$ cat src/kcvp_pkg.sv
`default_nettype none
package kcvp_pkg;

   // configuration register indexes
   localparam logic [2:0] CSR_ACCEL_VAR    = 3'd0;
   localparam logic [2:0] CSR_INIT_POS_VAR = 3'd1;
   localparam logic [2:0] CSR_INIT_VEL_VAR = 3'd2;
   localparam logic [2:0] CSR_INIT_VX      = 3'd3;
   localparam logic [2:0] CSR_INIT_VY      = 3'd4;

   // sequencer steps: one multiply-round-accumulate-saturate each
   localparam logic [4:0] ST_H   = 5'd0;
   localparam logic [4:0] ST_QH  = 5'd1;
   localparam logic [4:0] ST_QD  = 5'd2;
   localparam logic [4:0] ST_N00 = 5'd3;
   localparam logic [4:0] ST_N02 = 5'd4;
   localparam logic [4:0] ST_N22 = 5'd5;
   localparam logic [4:0] ST_A00 = 5'd6;
   localparam logic [4:0] ST_A01 = 5'd7;
   localparam logic [4:0] ST_A02 = 5'd8;
   localparam logic [4:0] ST_A03 = 5'd9;
   localparam logic [4:0] ST_A10 = 5'd10;
   localparam logic [4:0] ST_A11 = 5'd11;
   localparam logic [4:0] ST_A12 = 5'd12;
   localparam logic [4:0] ST_A13 = 5'd13;
   localparam logic [4:0] ST_P00 = 5'd14;
   localparam logic [4:0] ST_P01 = 5'd15;
   localparam logic [4:0] ST_P02 = 5'd16;
   localparam logic [4:0] ST_P03 = 5'd17;
   localparam logic [4:0] ST_P11 = 5'd18;
   localparam logic [4:0] ST_P12 = 5'd19;
   localparam logic [4:0] ST_P13 = 5'd20;
   localparam logic [4:0] ST_P22 = 5'd21;
   localparam logic [4:0] ST_P23 = 5'd22;
   localparam logic [4:0] ST_P33 = 5'd23;
   localparam logic [4:0] ST_X   = 5'd24;
   localparam logic [4:0] ST_Y   = 5'd25;
   localparam logic [4:0] ST_LAST = ST_Y;

   typedef logic signed [31:0] q32_type;
   typedef logic signed [32:0] opnd_type;

endpackage
`default_nettype wire

$ cat src/kalman_cv_predict_2d_unit.sv
// Prediction step of a 2-D constant-velocity Kalman filter, signed fixed point.
// Input channel req_: one transfer is one prediction tick carrying dt.
// Result channel rsp_: one transfer per tick with the state and the position
// covariance after the tick, plus a flag set when any value saturated.
// Configuration: csr_we writes csr_wdata into register csr_index; only write
// while the block is idle. Initial values are used on the first tick only.
// One tick takes 26 steps of a single shared 33x33 multiplier followed by a
// round/add/saturate stage, each step a multiply state then an accumulate
// state; a finish state then loads the result. req_stall is high until idle.
// The result sits in an output register; the block takes the next tick while
// it waits, and only holds the following result if the receiver still stalls.
// Reset (synchronous) clears the initialised flag, the registers to their
// defaults and the handshake state.
`default_nettype none
module kalman_cv_predict_2d_unit #(
   parameter int FRAC_BITS = 16
) (
   input  wire logic               clock,
   input  wire logic               reset,
   input  wire logic               req_valid,
   output      logic               req_stall,
   input  wire logic [23:0]        req_dt,
   output      logic               rsp_valid,
   input  wire logic               rsp_stall,
   output      logic signed [31:0] rsp_pos_x,
   output      logic signed [31:0] rsp_pos_y,
   output      logic signed [31:0] rsp_vel_x,
   output      logic signed [31:0] rsp_vel_y,
   output      logic signed [31:0] rsp_var_x,
   output      logic signed [31:0] rsp_cov_xy,
   output      logic signed [31:0] rsp_var_y,
   output      logic               rsp_overflow,
   input  wire logic               csr_we,
   input  wire logic [2:0]         csr_index,
   input  wire logic [31:0]        csr_wdata
);

   localparam logic [1:0] S_IDLE = 2'd0;
   localparam logic [1:0] S_MUL  = 2'd1;
   localparam logic [1:0] S_ACC  = 2'd2;
   localparam logic [1:0] S_FIN  = 2'd3;

   // default initial velocity rescaled to the fraction width
   localparam int UP_SH = (FRAC_BITS >= 16) ? FRAC_BITS - 16 : 0;
   localparam int DN_SH = (FRAC_BITS < 16) ? 16 - FRAC_BITS : 0;
   localparam longint INIT_V_L = ((64'sd231705 <<< UP_SH) + ((64'sd1 <<< DN_SH) >>> 1))
                                 >>> DN_SH;
   localparam logic [31:0] INIT_V = INIT_V_L[31:0];
   localparam logic signed [63:0] HALF_LO = 64'sd1 <<< (FRAC_BITS - 1);
   localparam logic signed [63:0] HALF_HI = 64'sd1 <<< FRAC_BITS;
   localparam logic signed [63:0] MAX32 = 64'sd2147483647;
   localparam logic signed [63:0] MIN32 = -64'sd2147483648;

   logic [1:0]  state_ff;
   logic [4:0]  step_ff;
   logic        init_ff;
   logic        ov_ff;
   logic [23:0] dt_ff;

   logic [30:0] accel_var_ff, init_pos_var_ff, init_vel_var_ff;
   logic [31:0] init_vx_ff, init_vy_ff;

   kcvp_pkg::q32_type c_ff [10];
   kcvp_pkg::q32_type a_ff [8];
   kcvp_pkg::q32_type sv_ff [4];
   kcvp_pkg::q32_type h_ff, qh_ff, qd_ff, n00_ff, n02_ff, n22_ff;

   logic signed [63:0] prod_ff;

   logic               rsp_valid_ff, rsp_ov_ff;
   kcvp_pkg::q32_type  rsp_px_ff, rsp_py_ff, rsp_vx_ff, rsp_vy_ff;
   kcvp_pkg::q32_type  rsp_vxx_ff, rsp_cxy_ff, rsp_vyy_ff;

   kcvp_pkg::opnd_type op_a_in, op_b_in, dt_op;
   kcvp_pkg::q32_type  add0_in, add1_in;
   logic               shift_hi_in;
   logic signed [65:0] mul_full;
   logic signed [63:0] rnd_lo, rnd_hi, rnd, sum_in, sat_in;
   logic               sat_flag;

   assign dt_op = {9'b0, dt_ff};

   // operand selection per step
   always_comb begin
      op_a_in     = '0;
      op_b_in     = '0;
      add0_in     = '0;
      add1_in     = '0;
      shift_hi_in = 1'b0;
      unique case (step_ff)
         kcvp_pkg::ST_H: begin
            op_a_in = dt_op; op_b_in = dt_op; shift_hi_in = 1'b1;
         end
         kcvp_pkg::ST_QH: begin
            op_a_in = {2'b0, accel_var_ff}; op_b_in = {h_ff[31], h_ff};
         end
         kcvp_pkg::ST_QD: begin
            op_a_in = {2'b0, accel_var_ff}; op_b_in = dt_op;
         end
         kcvp_pkg::ST_N00: begin
            op_a_in = {qh_ff[31], qh_ff}; op_b_in = {h_ff[31], h_ff};
         end
         kcvp_pkg::ST_N02: begin
            op_a_in = {qh_ff[31], qh_ff}; op_b_in = dt_op;
         end
         kcvp_pkg::ST_N22: begin
            op_a_in = {qd_ff[31], qd_ff}; op_b_in = dt_op;
         end
         kcvp_pkg::ST_A00: begin
            op_a_in = dt_op; op_b_in = {c_ff[2][31], c_ff[2]}; add0_in = c_ff[0];
         end
         kcvp_pkg::ST_A01: begin
            op_a_in = dt_op; op_b_in = {c_ff[5][31], c_ff[5]}; add0_in = c_ff[1];
         end
         kcvp_pkg::ST_A02: begin
            op_a_in = dt_op; op_b_in = {c_ff[7][31], c_ff[7]}; add0_in = c_ff[2];
         end
         kcvp_pkg::ST_A03: begin
            op_a_in = dt_op; op_b_in = {c_ff[8][31], c_ff[8]}; add0_in = c_ff[3];
         end
         kcvp_pkg::ST_A10: begin
            op_a_in = dt_op; op_b_in = {c_ff[3][31], c_ff[3]}; add0_in = c_ff[1];
         end
         kcvp_pkg::ST_A11: begin
            op_a_in = dt_op; op_b_in = {c_ff[6][31], c_ff[6]}; add0_in = c_ff[4];
         end
         kcvp_pkg::ST_A12: begin
            op_a_in = dt_op; op_b_in = {c_ff[8][31], c_ff[8]}; add0_in = c_ff[5];
         end
         kcvp_pkg::ST_A13: begin
            op_a_in = dt_op; op_b_in = {c_ff[9][31], c_ff[9]}; add0_in = c_ff[6];
         end
         kcvp_pkg::ST_P00: begin
            op_a_in = dt_op; op_b_in = {a_ff[2][31], a_ff[2]};
            add0_in = a_ff[0]; add1_in = n00_ff;
         end
         kcvp_pkg::ST_P01: begin
            op_a_in = dt_op; op_b_in = {a_ff[3][31], a_ff[3]}; add0_in = a_ff[1];
         end
         kcvp_pkg::ST_P02: begin
            add0_in = a_ff[2]; add1_in = n02_ff;
         end
         kcvp_pkg::ST_P03: begin
            add0_in = a_ff[3];
         end
         kcvp_pkg::ST_P11: begin
            op_a_in = dt_op; op_b_in = {a_ff[7][31], a_ff[7]};
            add0_in = a_ff[5]; add1_in = n00_ff;
         end
         kcvp_pkg::ST_P12: begin
            add0_in = a_ff[6];
         end
         kcvp_pkg::ST_P13: begin
            add0_in = a_ff[7]; add1_in = n02_ff;
         end
         kcvp_pkg::ST_P22: begin
            add0_in = c_ff[7]; add1_in = n22_ff;
         end
         kcvp_pkg::ST_P23: begin
            add0_in = c_ff[8];
         end
         kcvp_pkg::ST_P33: begin
            add0_in = c_ff[9]; add1_in = n22_ff;
         end
         kcvp_pkg::ST_X: begin
            op_a_in = dt_op; op_b_in = {sv_ff[2][31], sv_ff[2]}; add0_in = sv_ff[0];
         end
         kcvp_pkg::ST_Y: begin
            op_a_in = dt_op; op_b_in = {sv_ff[3][31], sv_ff[3]}; add0_in = sv_ff[1];
         end
         default: begin
            op_a_in = '0;
         end
      endcase
   end

   // shared multiplier
   assign mul_full = op_a_in * op_b_in;

   // round to nearest (ties up), add, saturate
   assign rnd_lo = (prod_ff + HALF_LO) >>> FRAC_BITS;
   assign rnd_hi = (prod_ff + HALF_HI) >>> (FRAC_BITS + 1);
   assign rnd    = shift_hi_in ? rnd_hi : rnd_lo;
   assign sum_in = rnd + {{32{add0_in[31]}}, add0_in} + {{32{add1_in[31]}}, add1_in};

   always_comb begin
      sat_flag = 1'b0;
      sat_in   = sum_in;
      if (sum_in > MAX32) begin
         sat_flag = 1'b1;
         sat_in   = MAX32;
      end else if (sum_in < MIN32) begin
         sat_flag = 1'b1;
         sat_in   = MIN32;
      end
   end

   // sequencer, state and configuration
   always_ff @(posedge clock) begin
      if (reset) begin
         state_ff        <= S_IDLE;
         step_ff         <= '0;
         init_ff         <= 1'b0;
         ov_ff           <= 1'b0;
         rsp_valid_ff    <= 1'b0;
         accel_var_ff    <= '0;
         init_pos_var_ff <= '0;
         init_vel_var_ff <= '0;
         init_vx_ff      <= INIT_V;
         init_vy_ff      <= INIT_V;
      end else begin
         // configuration writes
         if (csr_we) begin
            unique case (csr_index)
               kcvp_pkg::CSR_ACCEL_VAR:    accel_var_ff    <= csr_wdata[30:0];
               kcvp_pkg::CSR_INIT_POS_VAR: init_pos_var_ff <= csr_wdata[30:0];
               kcvp_pkg::CSR_INIT_VEL_VAR: init_vel_var_ff <= csr_wdata[30:0];
               kcvp_pkg::CSR_INIT_VX:      init_vx_ff      <= csr_wdata;
               kcvp_pkg::CSR_INIT_VY:      init_vy_ff      <= csr_wdata;
               default: ;
            endcase
         end

         // result transfer, unless the finish state reloads the register
         if (rsp_valid_ff && !rsp_stall && state_ff != S_FIN) begin
            rsp_valid_ff <= 1'b0;
         end

         unique case (state_ff)
            S_IDLE: begin
               if (req_valid) begin
                  dt_ff    <= req_dt;
                  ov_ff    <= 1'b0;
                  step_ff  <= kcvp_pkg::ST_H;
                  state_ff <= S_MUL;
                  if (!init_ff) begin
                     init_ff  <= 1'b1;
                     sv_ff[0] <= '0;
                     sv_ff[1] <= '0;
                     sv_ff[2] <= init_vx_ff;
                     sv_ff[3] <= init_vy_ff;
                     c_ff[0]  <= {1'b0, init_pos_var_ff};
                     c_ff[1]  <= '0;
                     c_ff[2]  <= '0;
                     c_ff[3]  <= '0;
                     c_ff[4]  <= {1'b0, init_pos_var_ff};
                     c_ff[5]  <= '0;
                     c_ff[6]  <= '0;
                     c_ff[7]  <= {1'b0, init_vel_var_ff};
                     c_ff[8]  <= '0;
                     c_ff[9]  <= {1'b0, init_vel_var_ff};
                  end
               end
            end
            S_MUL: begin
               prod_ff  <= mul_full[63:0];
               state_ff <= S_ACC;
            end
            S_ACC: begin
               if (sat_flag) begin
                  ov_ff <= 1'b1;
               end
               unique case (step_ff)
                  kcvp_pkg::ST_H:   h_ff    <= sat_in[31:0];
                  kcvp_pkg::ST_QH:  qh_ff   <= sat_in[31:0];
                  kcvp_pkg::ST_QD:  qd_ff   <= sat_in[31:0];
                  kcvp_pkg::ST_N00: n00_ff  <= sat_in[31:0];
                  kcvp_pkg::ST_N02: n02_ff  <= sat_in[31:0];
                  kcvp_pkg::ST_N22: n22_ff  <= sat_in[31:0];
                  kcvp_pkg::ST_A00: a_ff[0] <= sat_in[31:0];
                  kcvp_pkg::ST_A01: a_ff[1] <= sat_in[31:0];
                  kcvp_pkg::ST_A02: a_ff[2] <= sat_in[31:0];
                  kcvp_pkg::ST_A03: a_ff[3] <= sat_in[31:0];
                  kcvp_pkg::ST_A10: a_ff[4] <= sat_in[31:0];
                  kcvp_pkg::ST_A11: a_ff[5] <= sat_in[31:0];
                  kcvp_pkg::ST_A12: a_ff[6] <= sat_in[31:0];
                  kcvp_pkg::ST_A13: a_ff[7] <= sat_in[31:0];
                  kcvp_pkg::ST_P00: c_ff[0] <= sat_in[31:0];
                  kcvp_pkg::ST_P01: c_ff[1] <= sat_in[31:0];
                  kcvp_pkg::ST_P02: c_ff[2] <= sat_in[31:0];
                  kcvp_pkg::ST_P03: c_ff[3] <= sat_in[31:0];
                  kcvp_pkg::ST_P11: c_ff[4] <= sat_in[31:0];
                  kcvp_pkg::ST_P12: c_ff[5] <= sat_in[31:0];
                  kcvp_pkg::ST_P13: c_ff[6] <= sat_in[31:0];
                  kcvp_pkg::ST_P22: c_ff[7] <= sat_in[31:0];
                  kcvp_pkg::ST_P23: c_ff[8] <= sat_in[31:0];
                  kcvp_pkg::ST_P33: c_ff[9] <= sat_in[31:0];
                  kcvp_pkg::ST_X:   sv_ff[0] <= sat_in[31:0];
                  kcvp_pkg::ST_Y:   sv_ff[1] <= sat_in[31:0];
                  default: ;
               endcase
               if (step_ff == kcvp_pkg::ST_LAST) begin
                  state_ff <= S_FIN;
               end else begin
                  step_ff  <= step_ff + 5'd1;
                  state_ff <= S_MUL;
               end
            end
            S_FIN: begin
               // load the output register once it is free
               if (!rsp_valid_ff || !rsp_stall) begin
                  rsp_valid_ff <= 1'b1;
                  rsp_px_ff    <= sv_ff[0];
                  rsp_py_ff    <= sv_ff[1];
                  rsp_vx_ff    <= sv_ff[2];
                  rsp_vy_ff    <= sv_ff[3];
                  rsp_vxx_ff   <= c_ff[0];
                  rsp_cxy_ff   <= c_ff[1];
                  rsp_vyy_ff   <= c_ff[4];
                  rsp_ov_ff    <= ov_ff;
                  state_ff     <= S_IDLE;
               end
            end
            default: state_ff <= S_IDLE;
         endcase
      end
   end

   assign req_stall    = (state_ff != S_IDLE);
   assign rsp_valid    = rsp_valid_ff;
   assign rsp_pos_x    = rsp_px_ff;
   assign rsp_pos_y    = rsp_py_ff;
   assign rsp_vel_x    = rsp_vx_ff;
   assign rsp_vel_y    = rsp_vy_ff;
   assign rsp_var_x    = rsp_vxx_ff;
   assign rsp_cov_xy   = rsp_cxy_ff;
   assign rsp_var_y    = rsp_vyy_ff;
   assign rsp_overflow = rsp_ov_ff;

   // checks
   a_init_after_tick: assert property (@(posedge clock) disable iff (reset)
      (req_valid && !req_stall) |=> init_ff)
      else $error("initialised flag not set after a tick");

   a_step_range: assert property (@(posedge clock) disable iff (reset)
      (state_ff == S_ACC || state_ff == S_MUL) |-> (step_ff <= kcvp_pkg::ST_LAST))
      else $error("sequencer step out of range");

   a_rsp_from_fin: assert property (@(posedge clock) disable iff (reset)
      $rose(rsp_valid_ff) |-> ($past(state_ff) == S_FIN))
      else $error("result raised outside the finish state");

   a_fin_to_idle: assert property (@(posedge clock) disable iff (reset)
      (state_ff == S_FIN && !rsp_stall) |=> (state_ff == S_IDLE && rsp_valid_ff))
      else $error("finished tick not delivered");

endmodule
`default_nettype wire
$ cat config.mk
export PLATFORM = sky130hd
export DESIGN_NAME = kalman_cv_predict_2d_unit
export DESIGN_NICKNAME = d
export VERILOG_FILES = /design/src/kcvp_pkg.sv /design/src/kalman_cv_predict_2d_unit.sv
export SDC_FILE = /design/constraint.sdc
export NUM_CORES = 2
export LEC_CHECK = 0
export BUFFER_PORTS_ARGS = -buffer_cell sky130_fd_sc_hd__buf_4
export CORE_MARGIN = 2
export CORE_UTILIZATION = 39
export CTS_CLUSTER_DIAMETER = 50
export CTS_CLUSTER_SIZE = 24
export DETAILED_ROUTE_END_ITERATION = 10
export GPL_TIMING_DRIVEN = 0
export PLACE_DENSITY_LB_ADDON = 0.1
export REMOVE_ABC_BUFFERS = 1
export SLEW_MARGIN = 20
export SYNTH_ARGS = -nofsm -noshare
export SYNTH_HDL_FRONTEND = slang
export SYNTH_SLANG_ARGS = --single-unit
$ cat constraint.sdc
create_clock -name clock -period 24.5 [get_ports clock]
set_input_delay 4.9 -clock clock [delete_from_list [all_inputs] [get_ports clock]]
set_output_delay 4.9 -clock clock [all_outputs]
set_load 0.05 [all_outputs]
# Word-level counts from Yosys, hierarchy flattened
# Memories as Yosys holds them, arrays and structs flattened.
# Index checks and enable logic that the tools add are counted.
[totals]
mem_count = 3
word_cells = 273
reg_bits = 672
ram_bits = 704
[mem_list]
columns = ["memory", "words", "width", "read_ports", "rd_clocked_by_memory_dff", "wr", "line_no", "rtl"]
rows = [
  ["c_ff", 10, 32, 10, 0, 10, "kalman_cv_predict_2d_unit.sv:63", "kcvp_pkg::q32_type c_ff [10];"],
  ["a_ff", 8, 32, 7, 0, 1, "kalman_cv_predict_2d_unit.sv:64", "kcvp_pkg::q32_type a_ff [8];"],
  ["sv_ff", 4, 32, 4, 0, 4, "kalman_cv_predict_2d_unit.sv:65", "kcvp_pkg::q32_type sv_ff [4];"],
]
[op_classes]
reduce_logical = 45
eq_ne = 37
bitwise_logic = 13
n_mul = 1
mux = 141
n_addsub = 5
order_cmp = 2
[ops]
columns = ["operator", "count"]
rows = [
  ["two-way mux 32 bit", 21],
  ["case mux 32 bit (19 select lines)", 1],
  ["case mux 33 bit (14 select lines)", 1],
  ["OR reduction 32 bit", 7],
  ["case mux 33 bit (4 select lines)", 1],
  ["adder 64 bit", 2],
  ["two-way mux 1 bit", 100],
  ["case mux 32 bit (3 select lines)", 1],
  ["adder 64 x 17 -> 64 bit, second input constant", 1],
  ["adder 64 x 18 -> 64 bit, second input constant", 1],
  ["greater-than comparator 64 x 32 -> 1 bit, second input constant", 1],
  ["< comparator 64 x 32 -> 1 bit, second input constant", 1],
  ["multiplier 33 x 33 -> 64 bit", 1],
  ["two-way mux 64 bit", 1],
  ["== test 5 bit, second input constant", 10],
  ["== test 5 x 4 -> 1 bit, second input constant", 8],
  ["AND reduction 3 bit", 10],
  ["two-way mux 3 bit", 7],
  ["== test 5 x 3 -> 1 bit, second input constant", 4],
  ["AND reduction 2 bit", 8],
  ["OR reduction 2 bit", 8],
  ["OR reduction 14 bit", 1],
  ["OR 1 bit", 12],
  ["== test 5 x 2 -> 1 bit, second input constant", 2],
  ["22 further kinds", 34],
]

# Depth between registers and ports, before layout
[depth]
word_depth = 15
mapped_depth = 42
depth_no_buf = 36

# Least setup slack after synthesis
# Ideal clock, no wire load.
[synth_timing]
path_kind = "input-to-reg"
from = "input reset"
to = "register rsp_cxy_ff[0], in the netlist rsp_cov_xy[0] (read register of c_ff) (enable)"
path_stages = 3
required_time_ns = 23.369
slack_ns = 1.849
path_buffers = 2
t_arrival_ns = 21.519
cell_sequence = "clkbuf_1 > clkbuf_1 > nor3b_1"
[synth_via]
elab_chain_len = 2
[synth_lines]
columns = ["element", "line_no", "rtl"]
rows = [
  ["from (decl)", "kalman_cv_predict_2d_unit.sv:19", "input wire logic reset,"],
  ["inverter 1 bit (no source line)", "--", ""],
  ["AND reduction 3 bit (no source line)", "--", ""],
  ["to (decl)", "kalman_cv_predict_2d_unit.sv:72", "kcvp_pkg::q32_type rsp_vxx_ff, rsp_cxy_ff, rsp_vyy_ff;"],
]
# No other way between the ends.
# A chain may end at the register's enable or synchronous reset.

# Worst setup path after layout
[layout_timing]
from = "register step_ff[2]"
to = "register prod_ff[46], data pin"
[layout_via]
elab_chain_len = 4
word_cells_on_any_way = 28
[layout_lines]
columns = ["element", "line_no", "rtl"]
rows = [
  ["from (decl)", "kalman_cv_predict_2d_unit.sv:55", "logic [4:0] step_ff;"],
  ["from (signal assigned)", "kalman_cv_predict_2d_unit.sv:234", "step_ff <= kcvp_pkg::ST_H;"],
  ["from (signal assigned)", "kalman_cv_predict_2d_unit.sv:295", "step_ff <= step_ff + 5'd1;"],
  ["== test 5 bit, or another cell as far along", "kalman_cv_predict_2d_unit.sv:90", "unique case (step_ff)"],
  ["OR reduction 14 bit (no source line), or another cell as far along", "--", ""],
  ["case mux 33 bit (4 select lines) / case mux 33 bit (14 select lines) (equally long branches)", "kalman_cv_predict_2d_unit.sv:90", ""],
  ["multiplier 33 x 33 -> 64 bit *", "kalman_cv_predict_2d_unit.sv:178", "assign mul_full = op_a_in * op_b_in;"],
  ["net mul_full[46]", "kalman_cv_predict_2d_unit.sv:77", "logic signed [65:0] mul_full;"],
  ["to (signal assigned)", "kalman_cv_predict_2d_unit.sv:256", "prod_ff <= mul_full[63:0];"],
  ["to (decl)", "kalman_cv_predict_2d_unit.sv:68", "logic signed [63:0] prod_ff;"],
]
# Mark *: on every way through the listed nets, which the timed path passes. The rest lies on a longest branch.

==> flow_metrics.env <==
export IMPL_syn_instance_count=8920
export IMPL_grt_max_degree=90
export IMPL_synth_xor_area_frac=0.01716
export IMPL_cp_slowest_cell="a221oi_1"
export IMPL_synth_compound_area_frac=0.1249
export IMPL_die_area_um2=250000
export IMPL_synth_main_ff_cell="edfxtp_1"
export IMPL_htree_levels=4
export IMPL_synthAdderAreaFrac=0.2747
export IMPL_hold_class="reg -> reg"
export IMPL_switchingPower_mw=6.939
export IMPL_min_period_ps=12900
export IMPL_max_freq_mhz=77.54
export IMPL_finalHoldViolCount=0
export IMPL_drcViolationCount=2
export IMPL_multi_input_area_um2=52470
export IMPL_synth_edf_count=1162
export IMPL_grt_first_pass_wirelength_um=589900
export IMPL_synth_mux_area_frac=0.004746
export IMPL_post_route_util=0.4607
export IMPL_drt_total_wl_um=420800
export IMPL_hpwl_um=324800
export IMPL_design_area_um2=113000
export IMPL_synth_cell_types=83
export IMPL_power_per_cell_area_nw_per_um2=127.1
export IMPL_placedCellCount=12270
export IMPL_r2r_end="prod_ff[46]"
export IMPL_cts_tree="done"
export IMPL_slew_headroom=0.1762
export IMPL_num_rows=182
export IMPL_clock_sinks=1329
export IMPL_cts_setup_buffers=0
export IMPL_skew_ps=67.71
export IMPL_io_buffers=290
export IMPL_min_to="sv_ff[2][22]"
export IMPL_cp_start_kind="register"
export IMPL_finalSetupViolations=0
export IMPL_most_common_layout_cells="inv_1 (1225), edfxtp_1 (1162), fa_1 (1151), nand2_1 (1150), nor2_1 (696)"
export IMPL_critPathKind="reg -> reg"
export IMPL_wl_per_cell_um=33.58
export IMPL_drtPass1Iterations=11
export IMPL_ctsRootBufferMaster="clkbuf_16"
export IMPL_grt_use_total=0.3344
export IMPL_io_pins=291
export IMPL_hold_path_depth=0
export IMPL_grt_ovfl_total=0
export IMPL_cts_reportedPaths_clkPinSlew_ps=80
export IMPL_yosys_area_share_simple=0.1073
export IMPL_violations="DRC"
export IMPL_path_common_cell="fa_1"
export IMPL_coreArea_um2=245300
export IMPL_insertion_delay_ps=840
export IMPL_die_h_um=500.0
export IMPL_seq_area_frac_synth=0.3985
export IMPL_pwr_share_seq=0.209
export IMPL_finalSetupTns_ps=0
export IMPL_area_growth_syn_to_layout_pct=17.75
export IMPL_final_layout_size_suffix_gt1_frac=0.1331
export IMPL_chipWidth_um=500.0
export IMPL_rsz0062_at_grt="no"
export IMPL_internal_power_mw=7.420
export IMPL_final_nets=10670
export IMPL_max_cap_violations=0
export IMPL_start_util=0.3913
export IMPL_antenna_found_initial=27
export IMPL_path_max_fanout=32
export IMPL_via_per_inst=6.105
export IMPL_maxSlewViolCount=0
export IMPL_numCtsBuffers=131
export IMPL_yosys_top_cells_area="edfxtp_1 (36%), fa_1 (24%), inv_1 (4.8%)"
export IMPL_synth_warnings=0
export IMPL_reg2reg_from="step_ff[2]"
export IMPL_clockBufferDepth=3
export IMPL_switching_share=0.4832
export IMPL_async_reset_ff_frac=0
export IMPL_worst_pin_slew_ps=1232
export IMPL_cts_resized=0
export IMPL_cp_arrival_ps=13460
export IMPL_combinationalPowerShare=0.633
export IMPL_drt_initial_drc_count=10940
export IMPL_p_leak_nw=45.97
export IMPL_clkPwrFrac=0.158
export IMPL_synth_seq_cells=1329
export IMPL_ir_worst_vdd_uv=405.1
export IMPL_cpPeakStageDelay_ps=970
export IMPL_syn_area_um2=95960
export IMPL_cts_hold_buf=0
export IMPL_synth_top_area_share=0.3636
export IMPL_period_share=0.5264
export IMPL_synth_area_leader_cell="edfxtp_1"
export IMPL_r2r_setup_slack_ps=11600
export IMPL_mostFrequentLayoutCell="inv_1"
export IMPL_synth_top_family_by_area="adder cells"
export IMPL_outcome="finished, violations left"
export IMPL_min_from="init_vx_ff[22]"
export IMPL_ant_nets=0
export IMPL_stdcell_count=12530
export IMPL_synth_avg_cell_area_um2=10.76
export IMPL_seqCellArea_um2=38240
export IMPL_r2r_cells=40
export IMPL_gp_congestion=0.9449
export IMPL_n_fill_cell=22350
export IMPL_place_area_um2=108100
export IMPL_crit_required_ps=25070
export IMPL_vias=76510
export IMPL_grt_pass1_vias=76360
export IMPL_crit_path_end_kind="register"
power by group through the flow:
stage          combinational [mW]  clock, mW  sequential (mW)
6_report                     9.08       2.27             3.01
5_1_grt                      10.1       2.36             3.01
4_1_cts                      9.01       2.28             3.00
3_5_place_dp                 8.83          0             3.05
3_3_place_gp                 8.78          0             3.07
2_1_floorplan                5.88          0             3.01
synth_stat cells, types with 121 or more instances:
library cell,instances
o21ai_0,149
o31ai_1,245
a21oi_1,414
a222oi_1,121
nand3_1,126
nand2_1,1184
edfxtp_1,1162
fa_1,1153
clkbuf_1,519
ha_1,262
a211oi_1,149
dfxtp_1,167
a22oi_1,213
nor2_1,710
inv_1,1228
per-stage QoR:
step	hold slack [ps]	setup WS (ps)	total power, mW
after floorplan	408.1	2089	8.893
after global placement	411.4	-26900	11.85
after detailed placement	415.0	11970	11.88
after CTS	419.4	11940	14.29
after global routing	416.6	11410	15.43
final	416.2	11600	14.36
how the worst max path moves through the flow:
stage / start / slack (ps) / endpoint
finish: step_ff[2] / 11600 / prod_ff[46]
global route: step_ff[2] / 11410 / prod_ff[46]
CTS: step_ff[2] / 11940 / prod_ff[46]
detailed placement: step_ff[2] / 11970 / prod_ff[55]
global placement: step_ff[2] / -26900 / qd_ff[27]
floorplan: rsp_stall / 2090 / rsp_cov_xy[0]
state kept, by name (all words and copies together) (netlist names), 49 cells and up:
register / count
c_ff: 320
sv_ff: 128
prod_ff: 49
a_ff: 224
area by class of cell:
type,count,area share
tap,3220,0.03566
sequential,1329,0.3385
antenna,15,0.0003322
clock inverter,101,0.01275
multi-input combinational,5752,0.4644
inverter,1232,0.04100
timing repair buffer,741,0.07733
clock buffer,143,0.03005
routing by layer:
metal / GRT usage / up-vias / wire length (µm)
met4: 0.1667 / 4 / 26160
met1: 0.4501 / 39270 / 164300
met5: 0 / - / 18
li1: - / 30910 / -
met2: 0.4973 / 5215 / 181900
met3: 0.09026 / 1116 / 48450
worst max-delay path: cells and delay by family (launching register included):
family	cells	cell delay [ps]
and+or+nand+nor	5	1290
buffers and inverters	14	2290
DFF	1	450
adders and majority gates	9	4450
AOI/OAI and AO/OA	12	4040
kinds of logic after synthesis:
logic type / Yosys count
AOI/OAI and AO/OA: 1695
xor gates and xnor gates: 188
adders and majority gates: 1415
buffers and inverters: 1839
DFF: 1329
muxes: 45
and+or+nand+nor: 2409
Note: power is estimated with default switching activity, not from simulation.
